`config.mk`:
```
export PLATFORM = sky130hd
export DESIGN_NAME = multi_slot_timer_table_core
export DESIGN_NICKNAME = d
export VERILOG_FILES = /design/src/design/mstt_pkg.sv /design/src/design/mstt_cell.sv /design/src/design/mstt_slot_ctl.sv /design/src/design/multi_slot_timer_table_core.sv
export SDC_FILE = /design/constraint.sdc
export NUM_CORES = 2
export LEC_CHECK = 0
export BUFFER_PORTS_ARGS = -buffer_cell sky130_fd_sc_hd__buf_2
export CORE_UTILIZATION = 50
export DETAILED_ROUTE_END_ITERATION = 8
export PLACE_DENSITY_LB_ADDON = 0.1
export SYNTH_ARGS = -nofsm -noshare
export SYNTH_HDL_FRONTEND = slang
export SYNTH_SLANG_ARGS = --single-unit
```
`constraint.sdc`:
```
create_clock -name clk -period 18.5 [get_ports clk]
set_input_delay 0.925 -clock clk [delete_from_list [all_inputs] [get_ports clk]]
set_output_delay 0.925 -clock clk [all_outputs]
set_load 0.05 [all_outputs]
```
`src/design/mstt_pkg.sv`:
```
// Shared types and codes for the multi-slot timer table.
`timescale 1ns / 1ps
`default_nettype none
package mstt_pkg;

	typedef enum logic [1:0] {
		OP_REGISTER   = 2'd0,
		OP_UNREGISTER = 2'd1,
		OP_TICK       = 2'd2,
		OP_GET        = 2'd3
	} op_t;

	typedef enum logic [2:0] {
		KIND_REGISTERED = 3'd0,
		KIND_FULL       = 3'd1,
		KIND_REMOVED    = 3'd2,
		KIND_NOT_FOUND  = 3'd3,
		KIND_FOUND      = 3'd4,
		KIND_FIRED      = 3'd5,
		KIND_TICK_DONE  = 3'd6
	} kind_t;

	typedef enum logic [1:0] {
		ST_IDLE,
		ST_SCAN,
		ST_DONE
	} state_t;

	// Control from the sequencer to the slot update unit.
	typedef struct packed {
		op_t  op;
		logic done;
	} slot_ctl_t;

	// Status from the slot update unit back to the sequencer.
	typedef struct packed {
		logic hit;
		logic fire;
	} slot_sts_t;

	localparam int unsigned TIME_W = 32;

endpackage
`default_nettype wire

```
`src/design/mstt_cell.sv`:
```
// One timer slot of the rotating ring; loads its neighbor's record on every shift.
`timescale 1ns / 1ps
`default_nettype none
module mstt_cell #(
	parameter int unsigned KEY_W = 8
) (
	input  wire logic                             clk,
	input  wire logic                             arst_n,
	input  wire logic                             shift_en,
	input  wire logic                             d_valid,
	input  wire logic [KEY_W-1:0]                 d_key,
	input  wire logic [mstt_pkg::TIME_W-1:0]      d_period,
	input  wire logic [mstt_pkg::TIME_W-1:0]      d_elapsed,
	input  wire logic                             d_periodic,
	output logic                                  q_valid,
	output logic [KEY_W-1:0]                      q_key,
	output logic [mstt_pkg::TIME_W-1:0]           q_period,
	output logic [mstt_pkg::TIME_W-1:0]           q_elapsed,
	output logic                                  q_periodic
);
	import mstt_pkg::*;

	logic             valid_q;
	logic [KEY_W-1:0] key_q;
	logic [TIME_W-1:0] period_q;
	logic [TIME_W-1:0] elapsed_q;
	logic             periodic_q;

	always_ff @(posedge clk or negedge arst_n) begin
		if (!arst_n) begin
			valid_q <= 1'b0;
		end else if (shift_en) begin
			valid_q <= d_valid;
		end
	end

	always_ff @(posedge clk) begin
		if (shift_en) begin
			key_q      <= d_key;
			period_q   <= d_period;
			elapsed_q  <= d_elapsed;
			periodic_q <= d_periodic;
		end
	end

	assign q_valid    = valid_q;
	assign q_key      = key_q;
	assign q_period   = period_q;
	assign q_elapsed  = elapsed_q;
	assign q_periodic = periodic_q;

endmodule
`default_nettype wire

```
`src/design/mstt_slot_ctl.sv`:
```
// Update unit at the head of the ring: applies the current operation to one slot.
`timescale 1ns / 1ps
`default_nettype none
module mstt_slot_ctl #(
	parameter int unsigned KEY_W = 8
) (
	input  mstt_pkg::slot_ctl_t                   ctl,
	input  wire logic [KEY_W-1:0]                 id,
	input  wire logic [mstt_pkg::TIME_W-1:0]      new_period,
	input  wire logic                             new_periodic,
	input  wire logic [mstt_pkg::TIME_W-1:0]      delta,
	input  wire logic                             c_valid,
	input  wire logic [KEY_W-1:0]                 c_key,
	input  wire logic [mstt_pkg::TIME_W-1:0]      c_period,
	input  wire logic [mstt_pkg::TIME_W-1:0]      c_elapsed,
	input  wire logic                             c_periodic,
	output logic                                  n_valid,
	output logic [KEY_W-1:0]                      n_key,
	output logic [mstt_pkg::TIME_W-1:0]           n_period,
	output logic [mstt_pkg::TIME_W-1:0]           n_elapsed,
	output logic                                  n_periodic,
	output mstt_pkg::slot_sts_t                   sts
);
	import mstt_pkg::*;

	logic              match;
	logic [TIME_W:0]   sum;
	logic [TIME_W+1:0] diff;
	logic              sat;
	logic              reached;
	logic [TIME_W-1:0] esat;
	logic [TIME_W-1:0] rem;

	assign match = c_valid && (c_key == id);

	// The remainder after firing is computed beside the saturating sum, not after it.
	assign sum     = {1'b0, c_elapsed} + {1'b0, delta};
	assign diff    = {2'b00, c_elapsed} + {2'b00, delta} - {2'b00, c_period};
	assign sat     = sum[TIME_W];
	assign esat    = sat ? {TIME_W{1'b1}} : sum[TIME_W-1:0];
	assign reached = sat || !diff[TIME_W+1];
	assign rem     = sat ? ~c_period : diff[TIME_W-1:0];

	always_comb begin
		n_valid    = c_valid;
		n_key      = c_key;
		n_period   = c_period;
		n_elapsed  = c_elapsed;
		n_periodic = c_periodic;
		sts        = '0;
		case (ctl.op)
			OP_REGISTER: begin
				// The lowest slot that is free once old copies of the id are gone.
				if (!ctl.done && (!c_valid || match)) begin
					n_valid    = 1'b1;
					n_key      = id;
					n_period   = new_period;
					n_elapsed  = '0;
					n_periodic = new_periodic;
					sts.hit    = 1'b1;
				end else if (match) begin
					n_valid    = 1'b0;
					n_key      = '0;
					n_period   = '0;
					n_elapsed  = '0;
					n_periodic = 1'b0;
				end
			end
			OP_UNREGISTER: begin
				if (!ctl.done && match) begin
					n_valid    = 1'b0;
					n_key      = '0;
					n_period   = '0;
					n_elapsed  = '0;
					n_periodic = 1'b0;
					sts.hit    = 1'b1;
				end
			end
			OP_GET: begin
				sts.hit = !ctl.done && match;
			end
			OP_TICK: begin
				if (c_valid) begin
					n_elapsed = esat;
					if (reached) begin
						sts.fire = 1'b1;
						if (c_periodic) begin
							n_elapsed = rem;
						end else begin
							n_valid    = 1'b0;
							n_key      = '0;
							n_period   = '0;
							n_elapsed  = '0;
							n_periodic = 1'b0;
						end
					end
				end
			end
			default: begin
				sts = '0;
			end
		endcase
	end

endmodule
`default_nettype wire

```
`src/design/multi_slot_timer_table_core.sv`:
```
// Top level of the multi-slot timer table: slot ring, sequencer and result register.
//
// Usage: one command enters on the input channel (op, timer_id, period, repeat_req,
// delta) when in_valid is high and in_stall is low. Results leave on the output
// channel (kind, result_id, result_period, result_repeat, last) on each transfer
// with out_valid high and out_stall low; last marks the final result of a command.
// The slots sit in a ring of NUM_SLOTS cells that rotates one place per cycle during
// a walk past a single update unit, so every command visits the slots in order.
// A command walks the whole ring before the next one is accepted. Register,
// unregister and get raise out_valid with one result after the walk; a tick
// gives its fired events as the slots pass the head and the tick-done result
// after the walk.
// While the output register holds an event that is stalled, the ring stops at the
// next slot that fires, and resumes once the event is taken. The next command is
// accepted as soon as the final result sits in the output register.
// Reset clears all slot valid bits at once; the table is empty and ready at once.
`timescale 1ns / 1ps
`default_nettype none
module multi_slot_timer_table_core #(
	parameter int unsigned NUM_SLOTS = 32,
	parameter int unsigned ID_BITS   = 8
) (
	input  wire logic                    clk,
	input  wire logic                    arst_n,
	input  wire logic                    in_valid,
	output logic                         in_stall,
	input  mstt_pkg::op_t                op,
	input  wire logic [7:0]              timer_id,
	input  wire logic [31:0]             period,
	input  wire logic                    repeat_req,
	input  wire logic [31:0]             delta,
	output logic                         out_valid,
	input  wire logic                    out_stall,
	output mstt_pkg::kind_t              kind,
	output logic [7:0]                   result_id,
	output logic [31:0]                  result_period,
	output logic                         result_repeat,
	output logic                         last
);
	import mstt_pkg::*;

	localparam int unsigned CW = (NUM_SLOTS > 1) ? $clog2(NUM_SLOTS) : 1;

	state_t            state_q, state_d;
	op_t               op_q;
	logic [ID_BITS-1:0] id_q;
	logic [TIME_W-1:0] period_q;
	logic              rep_q;
	logic [TIME_W-1:0] delta_q;
	logic              done_q;
	logic [TIME_W-1:0] fnd_period_q;
	logic              fnd_rep_q;
	logic [CW-1:0]     cnt_q;

	logic              ov_q;
	kind_t             kind_q;
	logic [7:0]        rid_q;
	logic [TIME_W-1:0] rper_q;
	logic              rrep_q;
	logic              last_q;

	logic [15:0]        id_wide;
	logic [ID_BITS-1:0] id_in;
	logic [15:0]        key_wide;

	logic               v_a   [NUM_SLOTS];
	logic [ID_BITS-1:0] key_a [NUM_SLOTS];
	logic [TIME_W-1:0]  per_a [NUM_SLOTS];
	logic [TIME_W-1:0]  el_a  [NUM_SLOTS];
	logic               rp_a  [NUM_SLOTS];

	logic               h_valid;
	logic [ID_BITS-1:0] h_key;
	logic [TIME_W-1:0]  h_period;
	logic [TIME_W-1:0]  h_elapsed;
	logic               h_periodic;

	slot_ctl_t ctl;
	slot_sts_t sts;

	logic in_xfer;
	logic out_free;
	logic step;
	logic load_evt;
	logic load_fin;
	logic last_step;
	kind_t fin_kind;

	assign id_wide  = {8'h00, timer_id};
	assign id_in    = id_wide[ID_BITS-1:0];
	// The key of a fired slot is taken before the update unit clears a one-shot slot.
	assign key_wide = 16'(key_a[0]);

	assign in_stall  = (state_q != ST_IDLE);
	assign in_xfer   = in_valid && !in_stall;
	assign out_free  = !ov_q || !out_stall;
	assign last_step = (cnt_q == CW'(NUM_SLOTS - 1));

	assign ctl.op   = op_q;
	assign ctl.done = done_q;

	// A slot that fires waits at the head until the output register can take it.
	assign step     = (state_q == ST_SCAN) && (!sts.fire || out_free);
	assign load_evt = step && sts.fire;
	assign load_fin = (state_q == ST_DONE) && out_free;

	genvar gi;
	generate
		for (gi = 0; gi < NUM_SLOTS; gi++) begin : g_ring
			if (gi == NUM_SLOTS - 1) begin : g_tail
				mstt_cell #(.KEY_W(ID_BITS)) u_cell (
					.clk        (clk),
					.arst_n     (arst_n),
					.shift_en   (step),
					.d_valid    (h_valid),
					.d_key      (h_key),
					.d_period   (h_period),
					.d_elapsed  (h_elapsed),
					.d_periodic (h_periodic),
					.q_valid    (v_a[gi]),
					.q_key      (key_a[gi]),
					.q_period   (per_a[gi]),
					.q_elapsed  (el_a[gi]),
					.q_periodic (rp_a[gi])
				);
			end else begin : g_body
				mstt_cell #(.KEY_W(ID_BITS)) u_cell (
					.clk        (clk),
					.arst_n     (arst_n),
					.shift_en   (step),
					.d_valid    (v_a[gi+1]),
					.d_key      (key_a[gi+1]),
					.d_period   (per_a[gi+1]),
					.d_elapsed  (el_a[gi+1]),
					.d_periodic (rp_a[gi+1]),
					.q_valid    (v_a[gi]),
					.q_key      (key_a[gi]),
					.q_period   (per_a[gi]),
					.q_elapsed  (el_a[gi]),
					.q_periodic (rp_a[gi])
				);
			end
		end
	endgenerate

	mstt_slot_ctl #(.KEY_W(ID_BITS)) u_slot_ctl (
		.ctl          (ctl),
		.id           (id_q),
		.new_period   (period_q),
		.new_periodic (rep_q),
		.delta        (delta_q),
		.c_valid      (v_a[0]),
		.c_key        (key_a[0]),
		.c_period     (per_a[0]),
		.c_elapsed    (el_a[0]),
		.c_periodic   (rp_a[0]),
		.n_valid      (h_valid),
		.n_key        (h_key),
		.n_period     (h_period),
		.n_elapsed    (h_elapsed),
		.n_periodic   (h_periodic),
		.sts          (sts)
	);

	always_comb begin
		state_d = state_q;
		case (state_q)
			ST_IDLE: begin
				if (in_xfer) begin
					state_d = ST_SCAN;
				end
			end
			ST_SCAN: begin
				if (step && last_step) begin
					state_d = ST_DONE;
				end
			end
			ST_DONE: begin
				if (load_fin) begin
					state_d = ST_IDLE;
				end
			end
			default: begin
				state_d = ST_IDLE;
			end
		endcase
	end

	always_comb begin
		case (op_q)
			OP_REGISTER:   fin_kind = done_q ? KIND_REGISTERED : KIND_FULL;
			OP_UNREGISTER: fin_kind = done_q ? KIND_REMOVED : KIND_NOT_FOUND;
			OP_GET:        fin_kind = done_q ? KIND_FOUND : KIND_NOT_FOUND;
			OP_TICK:       fin_kind = KIND_TICK_DONE;
			default:       fin_kind = KIND_TICK_DONE;
		endcase
	end

	always_ff @(posedge clk or negedge arst_n) begin
		if (!arst_n) begin
			state_q <= ST_IDLE;
			cnt_q   <= '0;
			done_q  <= 1'b0;
			ov_q    <= 1'b0;
		end else begin
			state_q <= state_d;
			if (in_xfer) begin
				cnt_q  <= '0;
				done_q <= 1'b0;
			end else if (step) begin
				cnt_q <= last_step ? '0 : cnt_q + CW'(1);
				if (sts.hit) begin
					done_q <= 1'b1;
				end
			end
			if (load_evt || load_fin) begin
				ov_q <= 1'b1;
			end else if (!out_stall) begin
				ov_q <= 1'b0;
			end
		end
	end

	// Zero-extends a stored key to 16 bits and keeps the low byte for the port.
	function automatic logic [7:0] id_wide_q_low(input logic [ID_BITS-1:0] k);
		logic [15:0] w;
		w = 16'(k);
		return w[7:0];
	endfunction

	always_ff @(posedge clk) begin
		if (in_xfer) begin
			op_q     <= op;
			id_q     <= id_in;
			period_q <= period;
			rep_q    <= repeat_req;
			delta_q  <= delta;
		end
		if (step && sts.hit) begin
			fnd_period_q <= per_a[0];
			fnd_rep_q    <= rp_a[0];
		end
		if (load_evt) begin
			kind_q <= KIND_FIRED;
			rid_q  <= key_wide[7:0];
			rper_q <= per_a[0];
			rrep_q <= rp_a[0];
			last_q <= 1'b0;
		end else if (load_fin) begin
			kind_q <= fin_kind;
			rid_q  <= (op_q == OP_TICK) ? 8'h00 : id_wide_q_low(id_q);
			rper_q <= (fin_kind == KIND_FOUND) ? fnd_period_q : '0;
			rrep_q <= (fin_kind == KIND_FOUND) ? fnd_rep_q : 1'b0;
			last_q <= 1'b1;
		end
	end

	assign out_valid     = ov_q;
	assign kind          = kind_q;
	assign result_id     = rid_q;
	assign result_period = rper_q;
	assign result_repeat = rrep_q;
	assign last          = last_q;

	a_evt_not_last: assert property (@(posedge clk) disable iff (!arst_n)
		ov_q && (kind_q == KIND_FIRED) |-> !last_q)
		else $error("fired event marked as last result");

	a_accept_starts_scan: assert property (@(posedge clk) disable iff (!arst_n)
		in_xfer |=> (state_q == ST_SCAN) && (cnt_q == '0) && !done_q)
		else $error("accepted command did not start a slot walk");

	a_ring_holds: assert property (@(posedge clk) disable iff (!arst_n)
		(state_q == ST_SCAN) && sts.fire && !out_free |=> $stable(cnt_q))
		else $error("ring moved while a fired event was blocked");

	a_done_wrapped: assert property (@(posedge clk) disable iff (!arst_n)
		(state_q == ST_DONE) |-> (cnt_q == '0))
		else $error("final result before the ring came full circle");

	a_fire_only_tick: assert property (@(posedge clk) disable iff (!arst_n)
		(state_q == ST_SCAN) && sts.fire |-> (op_q == OP_TICK))
		else $error("slot fired outside a tick");

endmodule
`default_nettype wire
```
==> flow_summary_export.csv <==
group,metric,value,unit
place,dpl.hpwl,74.9,mm
synthesis,syn_nets,3561,
floorplan,rows,148,
final_layout,syn2layout_area_growth,13.5,%
setup_path,crit_path_end_kind,"flop",
place,gp_congestion,0.834,
setup_path,path_max_fanout,193,
synthesis,synthArstFlopShare,1.62,%
global_routing,grt_pass1_wl,205,mm
final_layout,drive_gt1_share,14.1,%
synthesis,synth_top_cell_by_area,"edfxtp_1",
routing,via_count,32200,
cts,clk_latency,0.85,ns
cts,clock-sinks,2530,
cts,postCtsHoldBufs,0,
floorplan,initial_core_util,50.3,%
setup_path,cp.required,18.95,ns
global_routing,grt_overflow,0,
floorplan,die_width,407,um
synthesis,avgSynthCellArea,24.0,sq um
sta,setup_viol,0,
sta,slew_headroom,24.3,%
routing,dr.max_layer_used,"met5",
routing,drt_first_pass_iters,5,
synthesis,yosysWarnings,0,
sta,fin_crit_sh,49.2,%
cts,clkSlewWorstSetupHoldPaths,0.06,ns
global_routing,grt_pass1_vias,32100,
synthesis,synth_area_leaders,"edfxtp_1 91%, dfrtp_1 1.3%, ha_1 1.0%, a22o_1 0.87%, mux2_4 0.46%",
sta,min_period,9.09,ns
cts,numCtsBuffers,234,
floorplan,fp.dieH,407,um
cts,clk_path_buf_depth,3,
sta,worst_pin_slew,1.14,ns
final_layout,stdcell_area,93000,sq um
synthesis,ys_ff_latch,2530,
floorplan,die_area,166000,sq um
global_routing,antenna_found_initial,12,
setup_path,arrival,9.55,ns
power,power,0.0196,W
routing,wl_met2,59.3,mm
sta,rsz0062_at_grt,"false",
synthesis,synth_area,82000,sq um
cts,post_cts_resized,0,
routing,wirelength,135,mm
floorplan,boundaryPins,126,
routing,drc,0,
outcome,status,"finished clean",
sta,finalClockSkew,0.0463,ns
setup_path,worstSetupPathType,"reg2reg",
synthesis,yosysTopAreaCellShare,91.1,%
place,place_area,85500,sq um
final_layout,nets,3909,
power,peakVddDrop,0.000139,V
power,power_density,211,nW/um^2
setup_path,start_kind,"flop",
routing,viasPerCell,5.24,
global_routing,grtUsageTotal,16.7,%
routing,drt.antenna.violating_nets,0,
cts,cts_root_buffer,"clkbuf_16",
sta,setup_tns,0,ns
cts,htree_levels,4,
routing,met1_length,65.0,mm
power,power_leakage,33.3,nW
routing,drtIter0Drc,3112,
synthesis,ys.flop_type,"edfxtp_1",
place,io_buffers,125,
routing,wl_per_cell,22.0,um
global_routing,grt_max_degree,209,
sta,hold_violations,0,
synthesis,yosysSeqAreaShare,92.4,%
worst_hold_path,hold_class,"in2async",
cts,cts_tree,"yes",
routing,wl_met3,7.11,mm
floorplan,core_area,163000,sq um
synthesis,synth_cells,3414,
cts,post_cts_buffers,0,
sta,max_freq,0.110,GHz
job,drv_cap,0,
synthesis,synth_edf_count,2485,
synthesis,synth_cell_types,76,
sta,drv_slew,0,
[worst max-delay path: stages (launching register included)]
cell	delay, ns
edfxtp_1	0.42
ha_1	0.37
a2111oi_0	0.45
o21ai_1	0.18
nand2_1	0.20
o31ai_1	0.22
o41ai_2	0.59
o21ai_0	0.31
a221oi_1	0.52
xnor2_1	0.14
ha_1	0.25
a21o_1	0.21
or3_1	0.37
nor3_1	0.15
o31ai_1	0.12
nand2_1	0.29
a211oi_4	0.16
nor2_4	0.82
buf_4	0.84
buf_12	0.68
buf_4	0.93
[power breakdown]
group	switching [W]	internal [W]
combinational	0.00243	0.000971
clock	0.00203	0.00264
sequential	0.00102	0.0105
[final cells by class]
| cell class | instances | area, sq um |
|---|---|---|
| Sequential cell | 2530 | 75700 |
| Inverter | 46 | 175 |
| Antenna cell | 3 | 7.51 |
| Fill cell | 11800 | 69800 |
| Clock inverter | 160 | 1510 |
| Tap cell | 2175 | 2720 |
| Clock buffer | 282 | 6050 |
| Timing Repair Buffer | 167 | 1020 |
| Multi-Input combinational cell | 783 | 5820 |
[cells in the final DEF (no fill, tap or decap), drive strengths merged, types with 10 or more instances in the layout]
cell,instances
edfxtp,2485
clkbuf,282
buf,167
clkinv,116
a22o,81
nand2,77
ha,66
a21oi,66
o21ai,66
inv,58
nor2,48
dfrtp,41
xnor2,35
mux2,33
a21o,25
xor2,24
bufinv,22
nor3,22
a22oi,21
o21bai,17
nand3,16
o211ai,16
a211oi,13
nand4,11
o21a,11
a31oi,10
nor2b,10
clkinvlp,10
[cells by family (layout without fill, tap and decap cells)]
family | count (synthesis) | count (layout) | synth area share (%)
muxes | 34 | 34 | 0.580
AOI/OAI and AO/OA | 392 | 392 | 3.44
adders and majority gates | 68 | 68 | 1.06
other | 0 | 3 | 0
and+or+nand+nor | 230 | 230 | 1.37
xor gates and xnor gates | 59 | 59 | 0.631
buffers and inverters | 101 | 655 | 0.524
DFF | 2530 | 2530 | 92.4
[cells in the mapped netlist (8+ instances only)]
library cell	count
a21oi_1	65
a21o_1	25
o211ai_1	15
nor3_1	21
o21a_1	11
nor2b_1	10
inv_1	46
nand2b_1	9
a31oi_1	10
o21ai_0	62
ha_1	66
o21bai_1	17
a22o_1	81
and3_1	9
mux2_2	8
clkbuf_1	34
nand3_1	16
xnor2_1	35
nor2_1	46
buf_2	15
nand4_1	11
a211oi_1	11
dfrtp_1	41
a22oi_1	21
mux2_4	25
edfxtp_1	2485
xor2_1	24
nand2_1	77
a211o_1	8
[routing by layer]
layer / up-vias / global-route usage (%)
met1: 16700 / 26.2
li1: 14500 / -
met3: 239 / 3.50
met2: 745 / 23.4
met4: 4 / 5.61
met5: - / 0
[state kept, by name, summed over array words and instances, names as in the netlist, 3 cells and up]
| register | flops |
|---|---|
| kind | 3 |
| g_ring.g_body.u_cell.q_period | 992 |
| result_period | 32 |
| g_ring.g_tail.u_cell.q_key | 8 |
| g_ring.g_body.u_cell.q_key | 248 |
| delta_q | 32 |
| g_ring.g_tail.u_cell.q_elapsed | 32 |
| g_ring.g_body.u_cell.q_valid | 31 |
| g_ring.g_tail.u_cell.q_period | 32 |
| g_ring.g_body.u_cell.q_periodic | 31 |
| g_ring.g_body.u_cell.q_elapsed | 992 |
| id_q | 8 |
| result_id | 8 |
| fnd_period_q | 32 |
| cnt_q | 5 |
| period_q | 32 |
[path summary, 6_finish.rpt]
path                                                 startpoint                              endpoint  slack, ns  cells past startpoint
setup reg to reg           g_ring[0].g_body.u_cell.q_elapsed[6]  g_ring[7].g_body.u_cell.q_period[13]       9.41                     20
max in group asynchronous                                arst_n       g_ring[4].g_body.u_cell.q_valid      17.91                      2
min in group clk                                     period[18]                          period_q[18]       0.25                      1
setup / recovery           g_ring[0].g_body.u_cell.q_elapsed[6]  g_ring[7].g_body.u_cell.q_period[13]       9.41                     20
hold / removal                                           arst_n      g_ring[16].g_body.u_cell.q_valid       0.18                      2
hold reg to reg             g_ring[1].g_body.u_cell.q_period[1]   g_ring[0].g_body.u_cell.q_period[1]       0.39                      0
[per-stage QoR]
step                      setup slack, ns  cells  hold WS, ns  util [%]
after floorplan                      1.89   3414        0.400         -
after global placement               9.72   5701        0.400      52.5
after detailed placement             9.51   5701        0.405      52.5
after CTS                            9.48   6143        0.110      57.1
after global routing                 8.80   6143        0.163      57.1
final                                9.41   6146        0.178      57.1
Note: power is estimated with default switching activity, not from simulation.
